File: src/fcct_pkg.sv
`default_nettype none

package fcct_pkg;

    // Counter width; the time constant and down counter carry one more bit for the full count.
    localparam int COUNT_WIDTH = 8;
    localparam int K_W         = COUNT_WIDTH + 1;
    // Counts fed to a channel in one step never exceed one 8-bit amount.
    localparam int N_W         = 8;
    localparam int CMP_W       = (K_W > N_W) ? K_W : N_W;
    localparam int STEP_W      = $clog2(N_W);
    localparam int NUM_CH      = 4;
    localparam int CH_W        = 2;

    localparam logic [K_W-1:0] K_MASK = K_W'((32'd1 << COUNT_WIDTH) - 32'd1);
    localparam logic [K_W-1:0] K_FULL = K_W'(32'd1 << COUNT_WIDTH);

    localparam logic [2:0] KIND_WRITE = 3'd0;
    localparam logic [2:0] KIND_READ  = 3'd1;
    localparam logic [2:0] KIND_TICK  = 3'd2;
    localparam logic [2:0] KIND_TRIG  = 3'd3;
    localparam logic [2:0] KIND_ACK   = 3'd4;

    localparam logic [CH_W-1:0] CHAN_CHAIN = 2'd2;
    localparam logic [CH_W-1:0] CHAN_LAST  = 2'd3;

    // Control word bit positions
    localparam int CW_IE    = 7;
    localparam int CW_CNT   = 6;
    localparam int CW_PS256 = 5;
    localparam int CW_EXT   = 3;
    localparam int CW_TCF   = 2;
    localparam int CW_RST   = 1;
    localparam int CW_CTRL  = 0;

    localparam logic [7:0] VEC_MASK = 8'hF8;

    typedef struct packed {
        logic [2:0] kind;
        logic [1:0] chan;
        logic [7:0] wdata;
        logic [7:0] amount;
    } t_in;

    typedef struct packed {
        logic [7:0] rdata;
        logic       irq_any;
    } t_out;

    typedef struct packed {
        logic run;
        logic tcw;
        logic ext;
        logic cnt;
        logic ie;
    } t_mode;

    typedef enum logic [3:0] {
        OP_NONE,
        OP_LOAD,
        OP_WRITE,
        OP_READ,
        OP_ACK,
        OP_TICK_PRESC,
        OP_PULSE,
        OP_CHAIN,
        OP_CD_CHECK,
        OP_DIV_STEP,
        OP_CD_FIN,
        OP_OUT_LOAD
    } t_op;

    typedef struct packed {
        t_op            op;
        logic [CH_W-1:0] chan;
    } t_cmd;

    typedef struct packed {
        logic [2:0]      kind;
        logic [CH_W-1:0] chan;
        logic            cd_div;
        logic            tc_nz;
        logic            out_free;
    } t_stat;

    typedef enum logic [3:0] {
        S_IDLE,
        S_DISPATCH,
        S_TICK_CH,
        S_CD_CHECK,
        S_DIV,
        S_CD_FIN,
        S_AFTER_CD,
        S_FINISH
    } t_state;

endpackage

`default_nettype wire

File: src/fcct_ctrl.sv
`default_nettype none

module fcct_ctrl (
    input  wire logic            i_clk,
    input  wire logic            i_rst_n,
    input  wire logic            i_in_valid,
    input  wire fcct_pkg::t_stat i_stat,
    output fcct_pkg::t_cmd       o_cmd,
    output logic                 o_in_stall
);

    fcct_pkg::t_state               r_state, n_state;
    logic [fcct_pkg::CH_W-1:0]      r_chan, n_chan;
    logic                           r_tick, n_tick;
    logic                           r_chain, n_chain;
    logic [fcct_pkg::STEP_W-1:0]    r_step, n_step;

    always_ff @(posedge i_clk) begin
        if (!i_rst_n) begin
            r_state <= fcct_pkg::S_IDLE;
            r_chan  <= '0;
            r_tick  <= 1'b0;
            r_chain <= 1'b0;
            r_step  <= '0;
        end else begin
            r_state <= n_state;
            r_chan  <= n_chan;
            r_tick  <= n_tick;
            r_chain <= n_chain;
            r_step  <= n_step;
        end
    end

    always_comb begin
        n_state     = r_state;
        n_chan      = r_chan;
        n_tick      = r_tick;
        n_chain     = r_chain;
        n_step      = r_step;
        o_cmd.op    = fcct_pkg::OP_NONE;
        o_cmd.chan  = r_chan;
        o_in_stall  = 1'b1;

        unique case (r_state)
            fcct_pkg::S_IDLE: begin
                o_in_stall = 1'b0;
                if (i_in_valid) begin
                    o_cmd.op = fcct_pkg::OP_LOAD;
                    n_tick   = 1'b0;
                    n_chain  = 1'b0;
                    n_state  = fcct_pkg::S_DISPATCH;
                end
            end
            fcct_pkg::S_DISPATCH: begin
                o_cmd.chan = i_stat.chan;
                unique case (i_stat.kind)
                    fcct_pkg::KIND_WRITE: begin
                        o_cmd.op = fcct_pkg::OP_WRITE;
                        n_state  = fcct_pkg::S_FINISH;
                    end
                    fcct_pkg::KIND_READ: begin
                        o_cmd.op = fcct_pkg::OP_READ;
                        n_state  = fcct_pkg::S_FINISH;
                    end
                    fcct_pkg::KIND_ACK: begin
                        o_cmd.op = fcct_pkg::OP_ACK;
                        n_state  = fcct_pkg::S_FINISH;
                    end
                    fcct_pkg::KIND_TRIG: begin
                        o_cmd.op = fcct_pkg::OP_PULSE;
                        n_chan   = i_stat.chan;
                        n_state  = fcct_pkg::S_CD_CHECK;
                    end
                    fcct_pkg::KIND_TICK: begin
                        n_chan  = '0;
                        n_tick  = 1'b1;
                        n_state = fcct_pkg::S_TICK_CH;
                    end
                    default: n_state = fcct_pkg::S_FINISH;
                endcase
            end
            fcct_pkg::S_TICK_CH: begin
                o_cmd.op = fcct_pkg::OP_TICK_PRESC;
                n_state  = fcct_pkg::S_CD_CHECK;
            end
            fcct_pkg::S_CD_CHECK: begin
                o_cmd.op = fcct_pkg::OP_CD_CHECK;
                if (i_stat.cd_div) begin
                    n_step  = '0;
                    n_state = fcct_pkg::S_DIV;
                end else begin
                    n_state = fcct_pkg::S_AFTER_CD;
                end
            end
            fcct_pkg::S_DIV: begin
                o_cmd.op = fcct_pkg::OP_DIV_STEP;
                if (r_step == fcct_pkg::STEP_W'(fcct_pkg::N_W - 1)) begin
                    n_state = fcct_pkg::S_CD_FIN;
                end else begin
                    n_step = r_step + fcct_pkg::STEP_W'(1);
                end
            end
            fcct_pkg::S_CD_FIN: begin
                o_cmd.op = fcct_pkg::OP_CD_FIN;
                n_state  = fcct_pkg::S_AFTER_CD;
            end
            fcct_pkg::S_AFTER_CD: begin
                if (r_tick && !r_chain && r_chan == fcct_pkg::CHAN_CHAIN && i_stat.tc_nz) begin
                    // terminal counts of the chained channel clock the last channel
                    o_cmd.op   = fcct_pkg::OP_CHAIN;
                    o_cmd.chan = fcct_pkg::CHAN_LAST;
                    n_chan     = fcct_pkg::CHAN_LAST;
                    n_chain    = 1'b1;
                    n_state    = fcct_pkg::S_CD_CHECK;
                end else if (r_tick && (r_chain || r_chan != fcct_pkg::CHAN_LAST)) begin
                    n_chan  = r_chain ? r_chan : r_chan + 2'd1;
                    n_chain = 1'b0;
                    n_state = fcct_pkg::S_TICK_CH;
                end else begin
                    n_state = fcct_pkg::S_FINISH;
                end
            end
            fcct_pkg::S_FINISH: begin
                if (i_stat.out_free) begin
                    o_cmd.op = fcct_pkg::OP_OUT_LOAD;
                    n_state  = fcct_pkg::S_IDLE;
                end
            end
            default: n_state = fcct_pkg::S_IDLE;
        endcase
    end

    a_accept_blocks: assert property (@(posedge i_clk) disable iff (!i_rst_n)
        (i_in_valid && !o_in_stall) |=> o_in_stall)
        else $error("input taken twice in a row");

    a_step_bound: assert property (@(posedge i_clk) disable iff (!i_rst_n)
        (r_state == fcct_pkg::S_DIV) |-> (r_step <= fcct_pkg::STEP_W'(fcct_pkg::N_W - 1)))
        else $error("divider step count out of range");

    a_chain_only_last: assert property (@(posedge i_clk) disable iff (!i_rst_n)
        r_chain |-> (r_tick && r_chan == fcct_pkg::CHAN_LAST))
        else $error("chained count outside a tick on the last channel");

endmodule

`default_nettype wire

File: src/fcct_dp.sv
`default_nettype none

module fcct_dp (
    input  wire logic           i_clk,
    input  wire logic           i_rst_n,
    input  wire fcct_pkg::t_cmd i_cmd,
    input  wire fcct_pkg::t_in  i_in_data,
    input  wire logic           i_out_stall,
    output fcct_pkg::t_stat     o_stat,
    output logic                o_out_valid,
    output fcct_pkg::t_out      o_out_data
);

    // channel state
    logic [fcct_pkg::K_W-1:0] r_dc    [fcct_pkg::NUM_CH];
    logic [fcct_pkg::K_W-1:0] n_dc    [fcct_pkg::NUM_CH];
    logic [fcct_pkg::K_W-1:0] r_k     [fcct_pkg::NUM_CH];
    logic [fcct_pkg::K_W-1:0] n_k     [fcct_pkg::NUM_CH];
    logic [7:0]               r_presc [fcct_pkg::NUM_CH];
    logic [7:0]               n_presc [fcct_pkg::NUM_CH];
    fcct_pkg::t_mode          r_mode  [fcct_pkg::NUM_CH];
    fcct_pkg::t_mode          n_mode  [fcct_pkg::NUM_CH];
    logic [fcct_pkg::NUM_CH-1:0] r_large, n_large;
    logic [fcct_pkg::NUM_CH-1:0] r_irq, n_irq;
    logic [7:0]               r_vec, n_vec;

    // working registers
    fcct_pkg::t_in            r_item, n_item;
    logic [fcct_pkg::N_W-1:0] r_n, n_n;
    logic [fcct_pkg::N_W-1:0] r_quot, n_quot;
    logic [fcct_pkg::K_W-1:0] r_rem, n_rem;
    logic [fcct_pkg::N_W-1:0] r_tc, n_tc;
    logic [7:0]               r_rdata, n_rdata;
    logic                     r_out_valid, n_out_valid;
    fcct_pkg::t_out           r_out, n_out;

    logic [fcct_pkg::CH_W-1:0] c;
    fcct_pkg::t_mode           sel_mode;
    logic [fcct_pkg::K_W-1:0]  sel_k, sel_dc, wm;
    logic [8:0]                acc;
    logic                      cd_go, cd_ge;
    logic [fcct_pkg::CMP_W-1:0] cd_diff;
    logic [fcct_pkg::K_W:0]    div_t;
    logic                      div_bit;
    logic                      ack_hit;
    logic [fcct_pkg::CH_W-1:0] ack_ch;
    logic [fcct_pkg::NUM_CH-1:0] dc_ok;

    assign c        = i_cmd.chan;
    assign sel_mode = r_mode[c];
    assign sel_k    = r_k[c];
    assign sel_dc   = r_dc[c];
    assign acc      = {1'b0, r_presc[c]} + {1'b0, r_item.amount};
    assign wm       = fcct_pkg::K_W'(r_item.wdata) & fcct_pkg::K_MASK;
    assign cd_go    = sel_mode.run && (sel_k != '0) && (r_n != '0);
    assign cd_ge    = fcct_pkg::CMP_W'(r_n) >= fcct_pkg::CMP_W'(sel_dc);
    assign cd_diff  = fcct_pkg::CMP_W'(r_n) - fcct_pkg::CMP_W'(sel_dc);
    assign div_t    = {r_rem, r_quot[fcct_pkg::N_W-1]};
    assign div_bit  = div_t >= {1'b0, sel_k};

    always_comb begin
        ack_hit = 1'b0;
        ack_ch  = '0;
        for (int i = fcct_pkg::NUM_CH - 1; i >= 0; i--) begin
            if (r_irq[i]) begin
                ack_hit = 1'b1;
                ack_ch  = fcct_pkg::CH_W'(i);
            end
        end
    end

    always_comb begin
        n_dc        = r_dc;
        n_k         = r_k;
        n_presc     = r_presc;
        n_mode      = r_mode;
        n_large     = r_large;
        n_irq       = r_irq;
        n_vec       = r_vec;
        n_item      = r_item;
        n_n         = r_n;
        n_quot      = r_quot;
        n_rem       = r_rem;
        n_tc        = r_tc;
        n_rdata     = r_rdata;
        n_out       = r_out;
        n_out_valid = r_out_valid && i_out_stall;

        unique case (i_cmd.op) inside
            fcct_pkg::OP_NONE: begin
            end
            fcct_pkg::OP_LOAD: begin
                n_item  = i_in_data;
                n_rdata = '0;
            end
            fcct_pkg::OP_WRITE: begin
                if (sel_mode.tcw) begin
                    n_mode[c].tcw = 1'b0;
                    n_k[c]        = (wm == '0) ? fcct_pkg::K_FULL : wm;
                    n_dc[c]       = (wm == '0) ? fcct_pkg::K_FULL : wm;
                    n_presc[c]    = '0;
                    n_mode[c].run = sel_mode.cnt || !sel_mode.ext;
                end else if (!r_item.wdata[fcct_pkg::CW_CTRL]) begin
                    if (c == '0) begin
                        n_vec = r_item.wdata & fcct_pkg::VEC_MASK;
                    end
                end else begin
                    n_mode[c].run = sel_mode.run && !r_item.wdata[fcct_pkg::CW_RST];
                    n_mode[c].ie  = r_item.wdata[fcct_pkg::CW_IE];
                    n_mode[c].cnt = r_item.wdata[fcct_pkg::CW_CNT];
                    n_mode[c].ext = r_item.wdata[fcct_pkg::CW_EXT];
                    n_mode[c].tcw = r_item.wdata[fcct_pkg::CW_TCF];
                    n_large[c]    = r_item.wdata[fcct_pkg::CW_PS256];
                    n_irq[c]      = 1'b0;
                    if (r_item.wdata[fcct_pkg::CW_RST]) begin
                        n_presc[c] = '0;
                    end
                end
            end
            fcct_pkg::OP_READ: begin
                n_rdata = 8'(sel_dc);
            end
            fcct_pkg::OP_ACK: begin
                if (ack_hit) begin
                    n_irq[ack_ch] = 1'b0;
                    n_rdata       = r_vec + {5'd0, ack_ch, 1'b0};
                end else begin
                    n_rdata = r_vec;
                end
            end
            fcct_pkg::OP_TICK_PRESC: begin
                if (sel_mode.run && !sel_mode.cnt) begin
                    if (r_large[c]) begin
                        n_presc[c] = acc[7:0];
                        n_n        = fcct_pkg::N_W'(acc >> 8);
                    end else begin
                        n_presc[c] = {4'd0, acc[3:0]};
                        n_n        = fcct_pkg::N_W'(acc >> 4);
                    end
                end else begin
                    n_n = '0;
                end
            end
            fcct_pkg::OP_PULSE, fcct_pkg::OP_CHAIN: begin
                if (sel_mode.cnt) begin
                    n_n = (i_cmd.op == fcct_pkg::OP_CHAIN) ? r_tc
                                                           : fcct_pkg::N_W'(r_item.amount);
                end else begin
                    n_n = '0;
                    // external trigger starts a stopped timer
                    if (sel_mode.ext && !sel_mode.run) begin
                        n_mode[c].run = 1'b1;
                    end
                end
            end
            fcct_pkg::OP_CD_CHECK: begin
                n_tc = '0;
                if (cd_go) begin
                    if (cd_ge) begin
                        n_quot = fcct_pkg::N_W'(cd_diff);
                        n_rem  = '0;
                    end else begin
                        n_dc[c] = sel_dc - fcct_pkg::K_W'(r_n);
                    end
                end
            end
            fcct_pkg::OP_DIV_STEP: begin
                n_rem  = div_bit ? fcct_pkg::K_W'(div_t - {1'b0, sel_k})
                                 : fcct_pkg::K_W'(div_t);
                n_quot = {r_quot[fcct_pkg::N_W-2:0], div_bit};
            end
            fcct_pkg::OP_CD_FIN: begin
                n_dc[c] = sel_k - r_rem;
                n_tc    = r_quot + fcct_pkg::N_W'(1);
                if (sel_mode.ie) begin
                    n_irq[c] = 1'b1;
                end
            end
            fcct_pkg::OP_OUT_LOAD: begin
                n_out.rdata   = r_rdata;
                n_out.irq_any = |r_irq;
                n_out_valid   = 1'b1;
            end
            default: begin
            end
        endcase
    end

    always_ff @(posedge i_clk) begin
        if (!i_rst_n) begin
            for (int i = 0; i < fcct_pkg::NUM_CH; i++) begin
                r_dc[i]    <= '0;
                r_k[i]     <= '0;
                r_presc[i] <= '0;
                r_mode[i]  <= '0;
            end
            r_large     <= '0;
            r_irq       <= '0;
            r_vec       <= '0;
            r_out_valid <= 1'b0;
        end else begin
            r_dc        <= n_dc;
            r_k         <= n_k;
            r_presc     <= n_presc;
            r_mode      <= n_mode;
            r_large     <= n_large;
            r_irq       <= n_irq;
            r_vec       <= n_vec;
            r_out_valid <= n_out_valid;
        end
    end

    always_ff @(posedge i_clk) begin
        r_item  <= n_item;
        r_n     <= n_n;
        r_quot  <= n_quot;
        r_rem   <= n_rem;
        r_tc    <= n_tc;
        r_rdata <= n_rdata;
        r_out   <= n_out;
    end

    assign o_stat.kind     = r_item.kind;
    assign o_stat.chan     = r_item.chan;
    assign o_stat.cd_div   = cd_go && cd_ge;
    assign o_stat.tc_nz    = r_tc != '0;
    assign o_stat.out_free = !r_out_valid || !i_out_stall;
    assign o_out_valid     = r_out_valid;
    assign o_out_data      = r_out;

    always_comb begin
        for (int i = 0; i < fcct_pkg::NUM_CH; i++) begin
            dc_ok[i] = (r_k[i] == '0) || ((r_dc[i] != '0) && (r_dc[i] <= r_k[i]));
        end
    end

    a_count_in_range: assert property (@(posedge i_clk) disable iff (!i_rst_n)
        &dc_ok)
        else $error("loaded counter outside 1..time constant");

    a_ack_clears_one: assert property (@(posedge i_clk) disable iff (!i_rst_n)
        ((i_cmd.op == fcct_pkg::OP_ACK) && (|r_irq))
            |=> ($countones(r_irq) == $countones($past(r_irq)) - 1))
        else $error("acknowledge did not clear exactly one pending flag");

endmodule

`default_nettype wire

File: src/four_channel_counter_timer.sv
`default_nettype none

// Four-channel counter/timer. Each transfer on the input carries one command (write, counter
// read, tick of the CPU clock, trigger pulses or interrupt acknowledge) and yields exactly one
// result with the read data and the any-pending flag. One command is processed at a time:
// writes, reads, acknowledges and unused kinds go straight to the result, while ticks and
// triggers also run the reload arithmetic, a bit-serial divider that runs once for each
// channel that reaches terminal count; a tick visits each of the four channels in turn
// plus once more for the chained count into channel 3 when channel 2 reaches terminal count.
// A new command is taken while the previous result still waits in the output register.
module four_channel_counter_timer (
    input  wire logic           i_clk,
    input  wire logic           i_rst_n,
    input  wire logic           i_in_valid,
    output logic                o_in_stall,
    input  wire fcct_pkg::t_in  i_in_data,
    output logic                o_out_valid,
    input  wire logic           i_out_stall,
    output fcct_pkg::t_out      o_out_data
);

    fcct_pkg::t_cmd  cmd;
    fcct_pkg::t_stat stat;

    fcct_ctrl u_ctrl (
        .i_clk      (i_clk),
        .i_rst_n    (i_rst_n),
        .i_in_valid (i_in_valid),
        .i_stat     (stat),
        .o_cmd      (cmd),
        .o_in_stall (o_in_stall)
    );

    fcct_dp u_dp (
        .i_clk       (i_clk),
        .i_rst_n     (i_rst_n),
        .i_cmd       (cmd),
        .i_in_data   (i_in_data),
        .i_out_stall (i_out_stall),
        .o_stat      (stat),
        .o_out_valid (o_out_valid),
        .o_out_data  (o_out_data)
    );

endmodule

`default_nettype wire

File: config.mk
export PLATFORM = sky130hd
export DESIGN_NAME = four_channel_counter_timer
export DESIGN_NICKNAME = d
export VERILOG_FILES = /design/src/fcct_pkg.sv /design/src/fcct_ctrl.sv /design/src/fcct_dp.sv /design/src/four_channel_counter_timer.sv
export SDC_FILE = /design/constraint.sdc
export NUM_CORES = 1
export LEC_CHECK = 0
export BUFFER_PORTS_ARGS = -buffer_cell sky130_fd_sc_hd__buf_2
export CELL_PAD_IN_SITES_DETAIL_PLACEMENT = 1
export CELL_PAD_IN_SITES_GLOBAL_PLACEMENT = 1
export CORE_AREA = 3 3 157 159
export CTS_CLUSTER_SIZE = 12
export DETAILED_ROUTE_END_ITERATION = 10
export DIE_AREA = 0 0 160 162
export PLACE_DENSITY = 0.94
export RECOVER_POWER = 25
export SYNTH_ARGS = -nofsm -noshare
export SYNTH_HDL_FRONTEND = slang
export SYNTH_SLANG_ARGS = --single-unit
File: constraint.sdc
create_clock -name i_clk -period 8.15 [get_ports i_clk]
set_input_delay 1.63 -clock i_clk [delete_from_list [all_inputs] [get_ports i_clk]]
set_output_delay 1.63 -clock i_clk [all_outputs]
set_load 0.02 [all_outputs]
==> results.ini <==
[run_status]
status=finished, violations left
violations=max-capacitance violations, max-slew violations

[worst_hold_path]
hold_depth=0
min_path_type=register to register
worst_hold_startpoint=u_dp.r_rdata[6]$_SDFFCE_PN0P_

[clocking]
clk_latency_ns=0.53
cts_htree_levels=1
clk_path_buf_depth=3
cts_tree=yes
cts_hold_buf=0
postCtsSetupBuffers=0
ctsResizeCount=0
path_clk_slew_ns=0.06
cts.sinks=219
cts_root_buf=clkbuf_16
cts_made_buffers=25

[global_route]
grt_antenna_before_repair=1
grt_max_degree=98
grt_pass1_vias=11466
grt_usage_pct=32.1
grt_overflow_total=0
grt_pass1_wl_um=66100

[power]
p_leak_nw=5.20
p_switching_w=0.00228
cellPowerDensity_nw_per_um2=380
p_sw_share_pct=45.5
clkPwrFrac_pct=22.3
pwr-share-seq_pct=30.0
comb_power_share_pct=47.7
ir_drop_v=0.000199
intPower_w=0.00273

[synth]
avgSynthCellArea_um2=8.77
syn_nets=1454
synth_top_flop_cell=dfxtp_1
syn_inst=1379
ys_warn_count=0
syn_area_um2=12100
ys_async_sr_fraction_pct=0
synth-seq-cells=219
yosysUniqueCellTypes=75
ys_seq_area_share_pct=42.1
synth_edf_count=71

[sta]
fin_setup_tns_ns=0
finClkSkew_ns=0.0186
finalCritPeriodShare_pct=75.9
slew_violations=98
slew_headroom_pct=-168
whs_ns=0.427
fin_crit_ns=6.19
tightest_slew_ns=4.02
setup_viol=0
fin_ws_ns=1.96
clock.fmax_mhz=162
hold_viol=0
rsz0062_at_grt=false

[layout]
layout_commonest_cell=nand2_1
finalNonFillerCells=1709
layout_common_cells=nand2_1, dfxtp_1, nand3_1, mux2i_1, nor2_1
drive_gt1_share_pct=7.70
design_area_um2=13200
antenna_cells=0
nNetsFinal=1447
nFillCells=2779
syn_to_final_growth_pct=9.03

[route]
wl_um=42200
vias=11104
firstDrtPassIters=6
antenna_left=0
drcViolationCount=0
vias_per_cell=6.50
drt_iter0_drc=1151
wire_per_inst_um=24.7

[placement]
numPortBuffers=35
place_ws_ns=2.53
gp_congestion=0.961
place_hpwl_um=28500
placed_area_um2=12400
dp_cells=1664

[floorplanning]
dieHeight_um=162
io_pins=36
core-area_um2=23400
chipWidth_um=160
dieArea_um2=25900
rows=56
initial_core_util_pct=51.7

[critical_path]
rr_worst_depth=17
critPathMaxStageDelay_ns=0.67
cp-end-kind=register
r2r-start=u_ctrl.r_state[0]$_SDFFE_PN0P_
crit_family=simple AND/OR/NAND/NOR gates
cp-startpoint=u_ctrl.r_state[0]$_SDFFE_PN0P_
path_class=register to register
crit_chain=or3b_1, a21oi_2, nand2_2, nand2_1, nand3_1, nand2_1, inv_1, ha_1, nand2b_1, a21oi_1, o31ai_1, a21oi_1, o22ai_1, and3b_1, o21bai_4, or3_1, mux2i_1
cp-start-kind=register
required_ns=8.57
slowest_stage=or3b_1
cp.buffers_inverters=1
cp_max_fo=33
arrival_ns=6.61
cp.depth=17

[job]
cap_viol_max_count=1

## synth_stat cells (3+ instances only)
cell type,instances,area (um^2)
o21ai_0,54,270
nand2b_1,16,100
xnor2_1,13,114
buf_1,7,26.3
edfxtp_1,71,2130
or3_1,3,18.8
or4_1,4,30.0
o31ai_1,5,37.5
o22ai_1,20,125
nand2_4,4,45.0
a2111oi_0,6,52.6
and2_1,3,18.8
buf_2,8,40.0
nor2_1,81,304
nand2_1,272,1020
buf_6,4,45.0
nand4_1,11,68.8
a21o_1,12,90.1
a31oi_1,22,138
fa_1,5,100
a21oi_1,59,295
nor3_1,14,70.1
and3b_1,3,26.3
a211o_1,5,43.8
inv_1,61,229
o21bai_1,3,22.5
nor2b_1,23,144
dfxtp_1,148,2960
a211oi_1,11,82.6
clkbuf_1,60,225
and3_1,15,93.8
xor2_1,19,166
ha_1,45,563
o221a_2,6,67.6
o221ai_1,3,26.3
a21boi_0,56,420
mux2i_1,87,871
mux2_2,5,56.3
o211ai_1,3,22.5
nand3_1,87,435
## area by class of cell
| class | instances | area (um^2) | share of cell area (%) |
|---|---|---|---|
| multi-input cells | 1017 | 6400 | 48.6 |
| repair buffers | 48 | 255 | 1.94 |
| flip-flops and latches | 219 | 5090 | 38.7 |
| clock buffers | 37 | 731 | 5.54 |
| well taps | 319 | 399 | 3.03 |
| clock inverters | 8 | 67.6 | 0.513 |
| inverters | 61 | 229 | 1.74 |
## registers in the layout, indices dropped and copies added (netlist names), 9 cells and up
register / flops
u_dp.r_presc: 32
u_dp.r_mode: 20
u_dp.o_out_data: 9
u_dp.r_item: 16
u_dp.r_dc: 36
u_dp.r_k: 36
u_dp.r_rem: 9
## cell families (layout without fill, tap and decap cells)
kind of cell | Yosys count | after routing | synth area share (%)
flip-flops | 219 | 219 | 42.1
AO/OA/AOI/OAI | 290 | 290 | 16.1
multiplexers | 92 | 92 | 7.67
AND/OR/NAND/NOR | 552 | 552 | 21.1
XOR/XNOR | 33 | 33 | 2.52
buffers and inverters | 143 | 154 | 4.93
adder cells (fa/ha/maj) | 50 | 50 | 5.49
## power by group through the flow
stage                     logic (W)  clock network (W)  registers, W
after floorplan             0.00162                  0       0.00141
after global placement      0.00209                  0       0.00150
after detailed placement    0.00221                  0       0.00151
after CTS                   0.00230            0.00112       0.00149
after global routing        0.00252            0.00116       0.00152
final                       0.00239            0.00112       0.00150
## path summary, 6_finish.rpt
path                                                      to  slack [ns]
worst min register to register  u_dp.o_out_data[7]$_DFFE_PP_        0.43
worst min-delay path            u_dp.o_out_data[7]$_DFFE_PP_        0.43
worst max register to register    u_dp.r_dc[25]$_SDFFE_PN0P_        1.96
worst max-delay path              u_dp.r_dc[25]$_SDFFE_PN0P_        1.96
## per-layer routing
metal,share of wire [%],GRT usage [%]
met1,40,41.0
met2,48,54.1
met3,8.1,5.25
met4,4.8,13.5
met5,0.021,0
## through the flow
| step | util [%] | total power [W] |
|---|---|---|
| after floorplan | - | 0.00302 |
| after global placement | 53.0 | 0.00360 |
| after detailed placement | 53.0 | 0.00372 |
| after CTS | 56.4 | 0.00491 |
| after global routing | 56.3 | 0.00520 |
| final | 56.3 | 0.00501 |
## worst register-to-register path, cell delays in order (launching register included)
cell	delay, ns
dfxtp_1	0.64
or3b_1	0.67
a21oi_2	0.50
nand2_2	0.56
nand2_1	0.29
nand3_1	0.10
nand2_1	0.28
inv_1	0.10
ha_1	0.35
nand2b_1	0.13
a21oi_1	0.12
o31ai_1	0.48
a21oi_1	0.19
o22ai_1	0.26
and3b_1	0.31
o21bai_4	0.26
or3_1	0.56
mux2i_1	0.27
(Power assumes the default switching activity.)
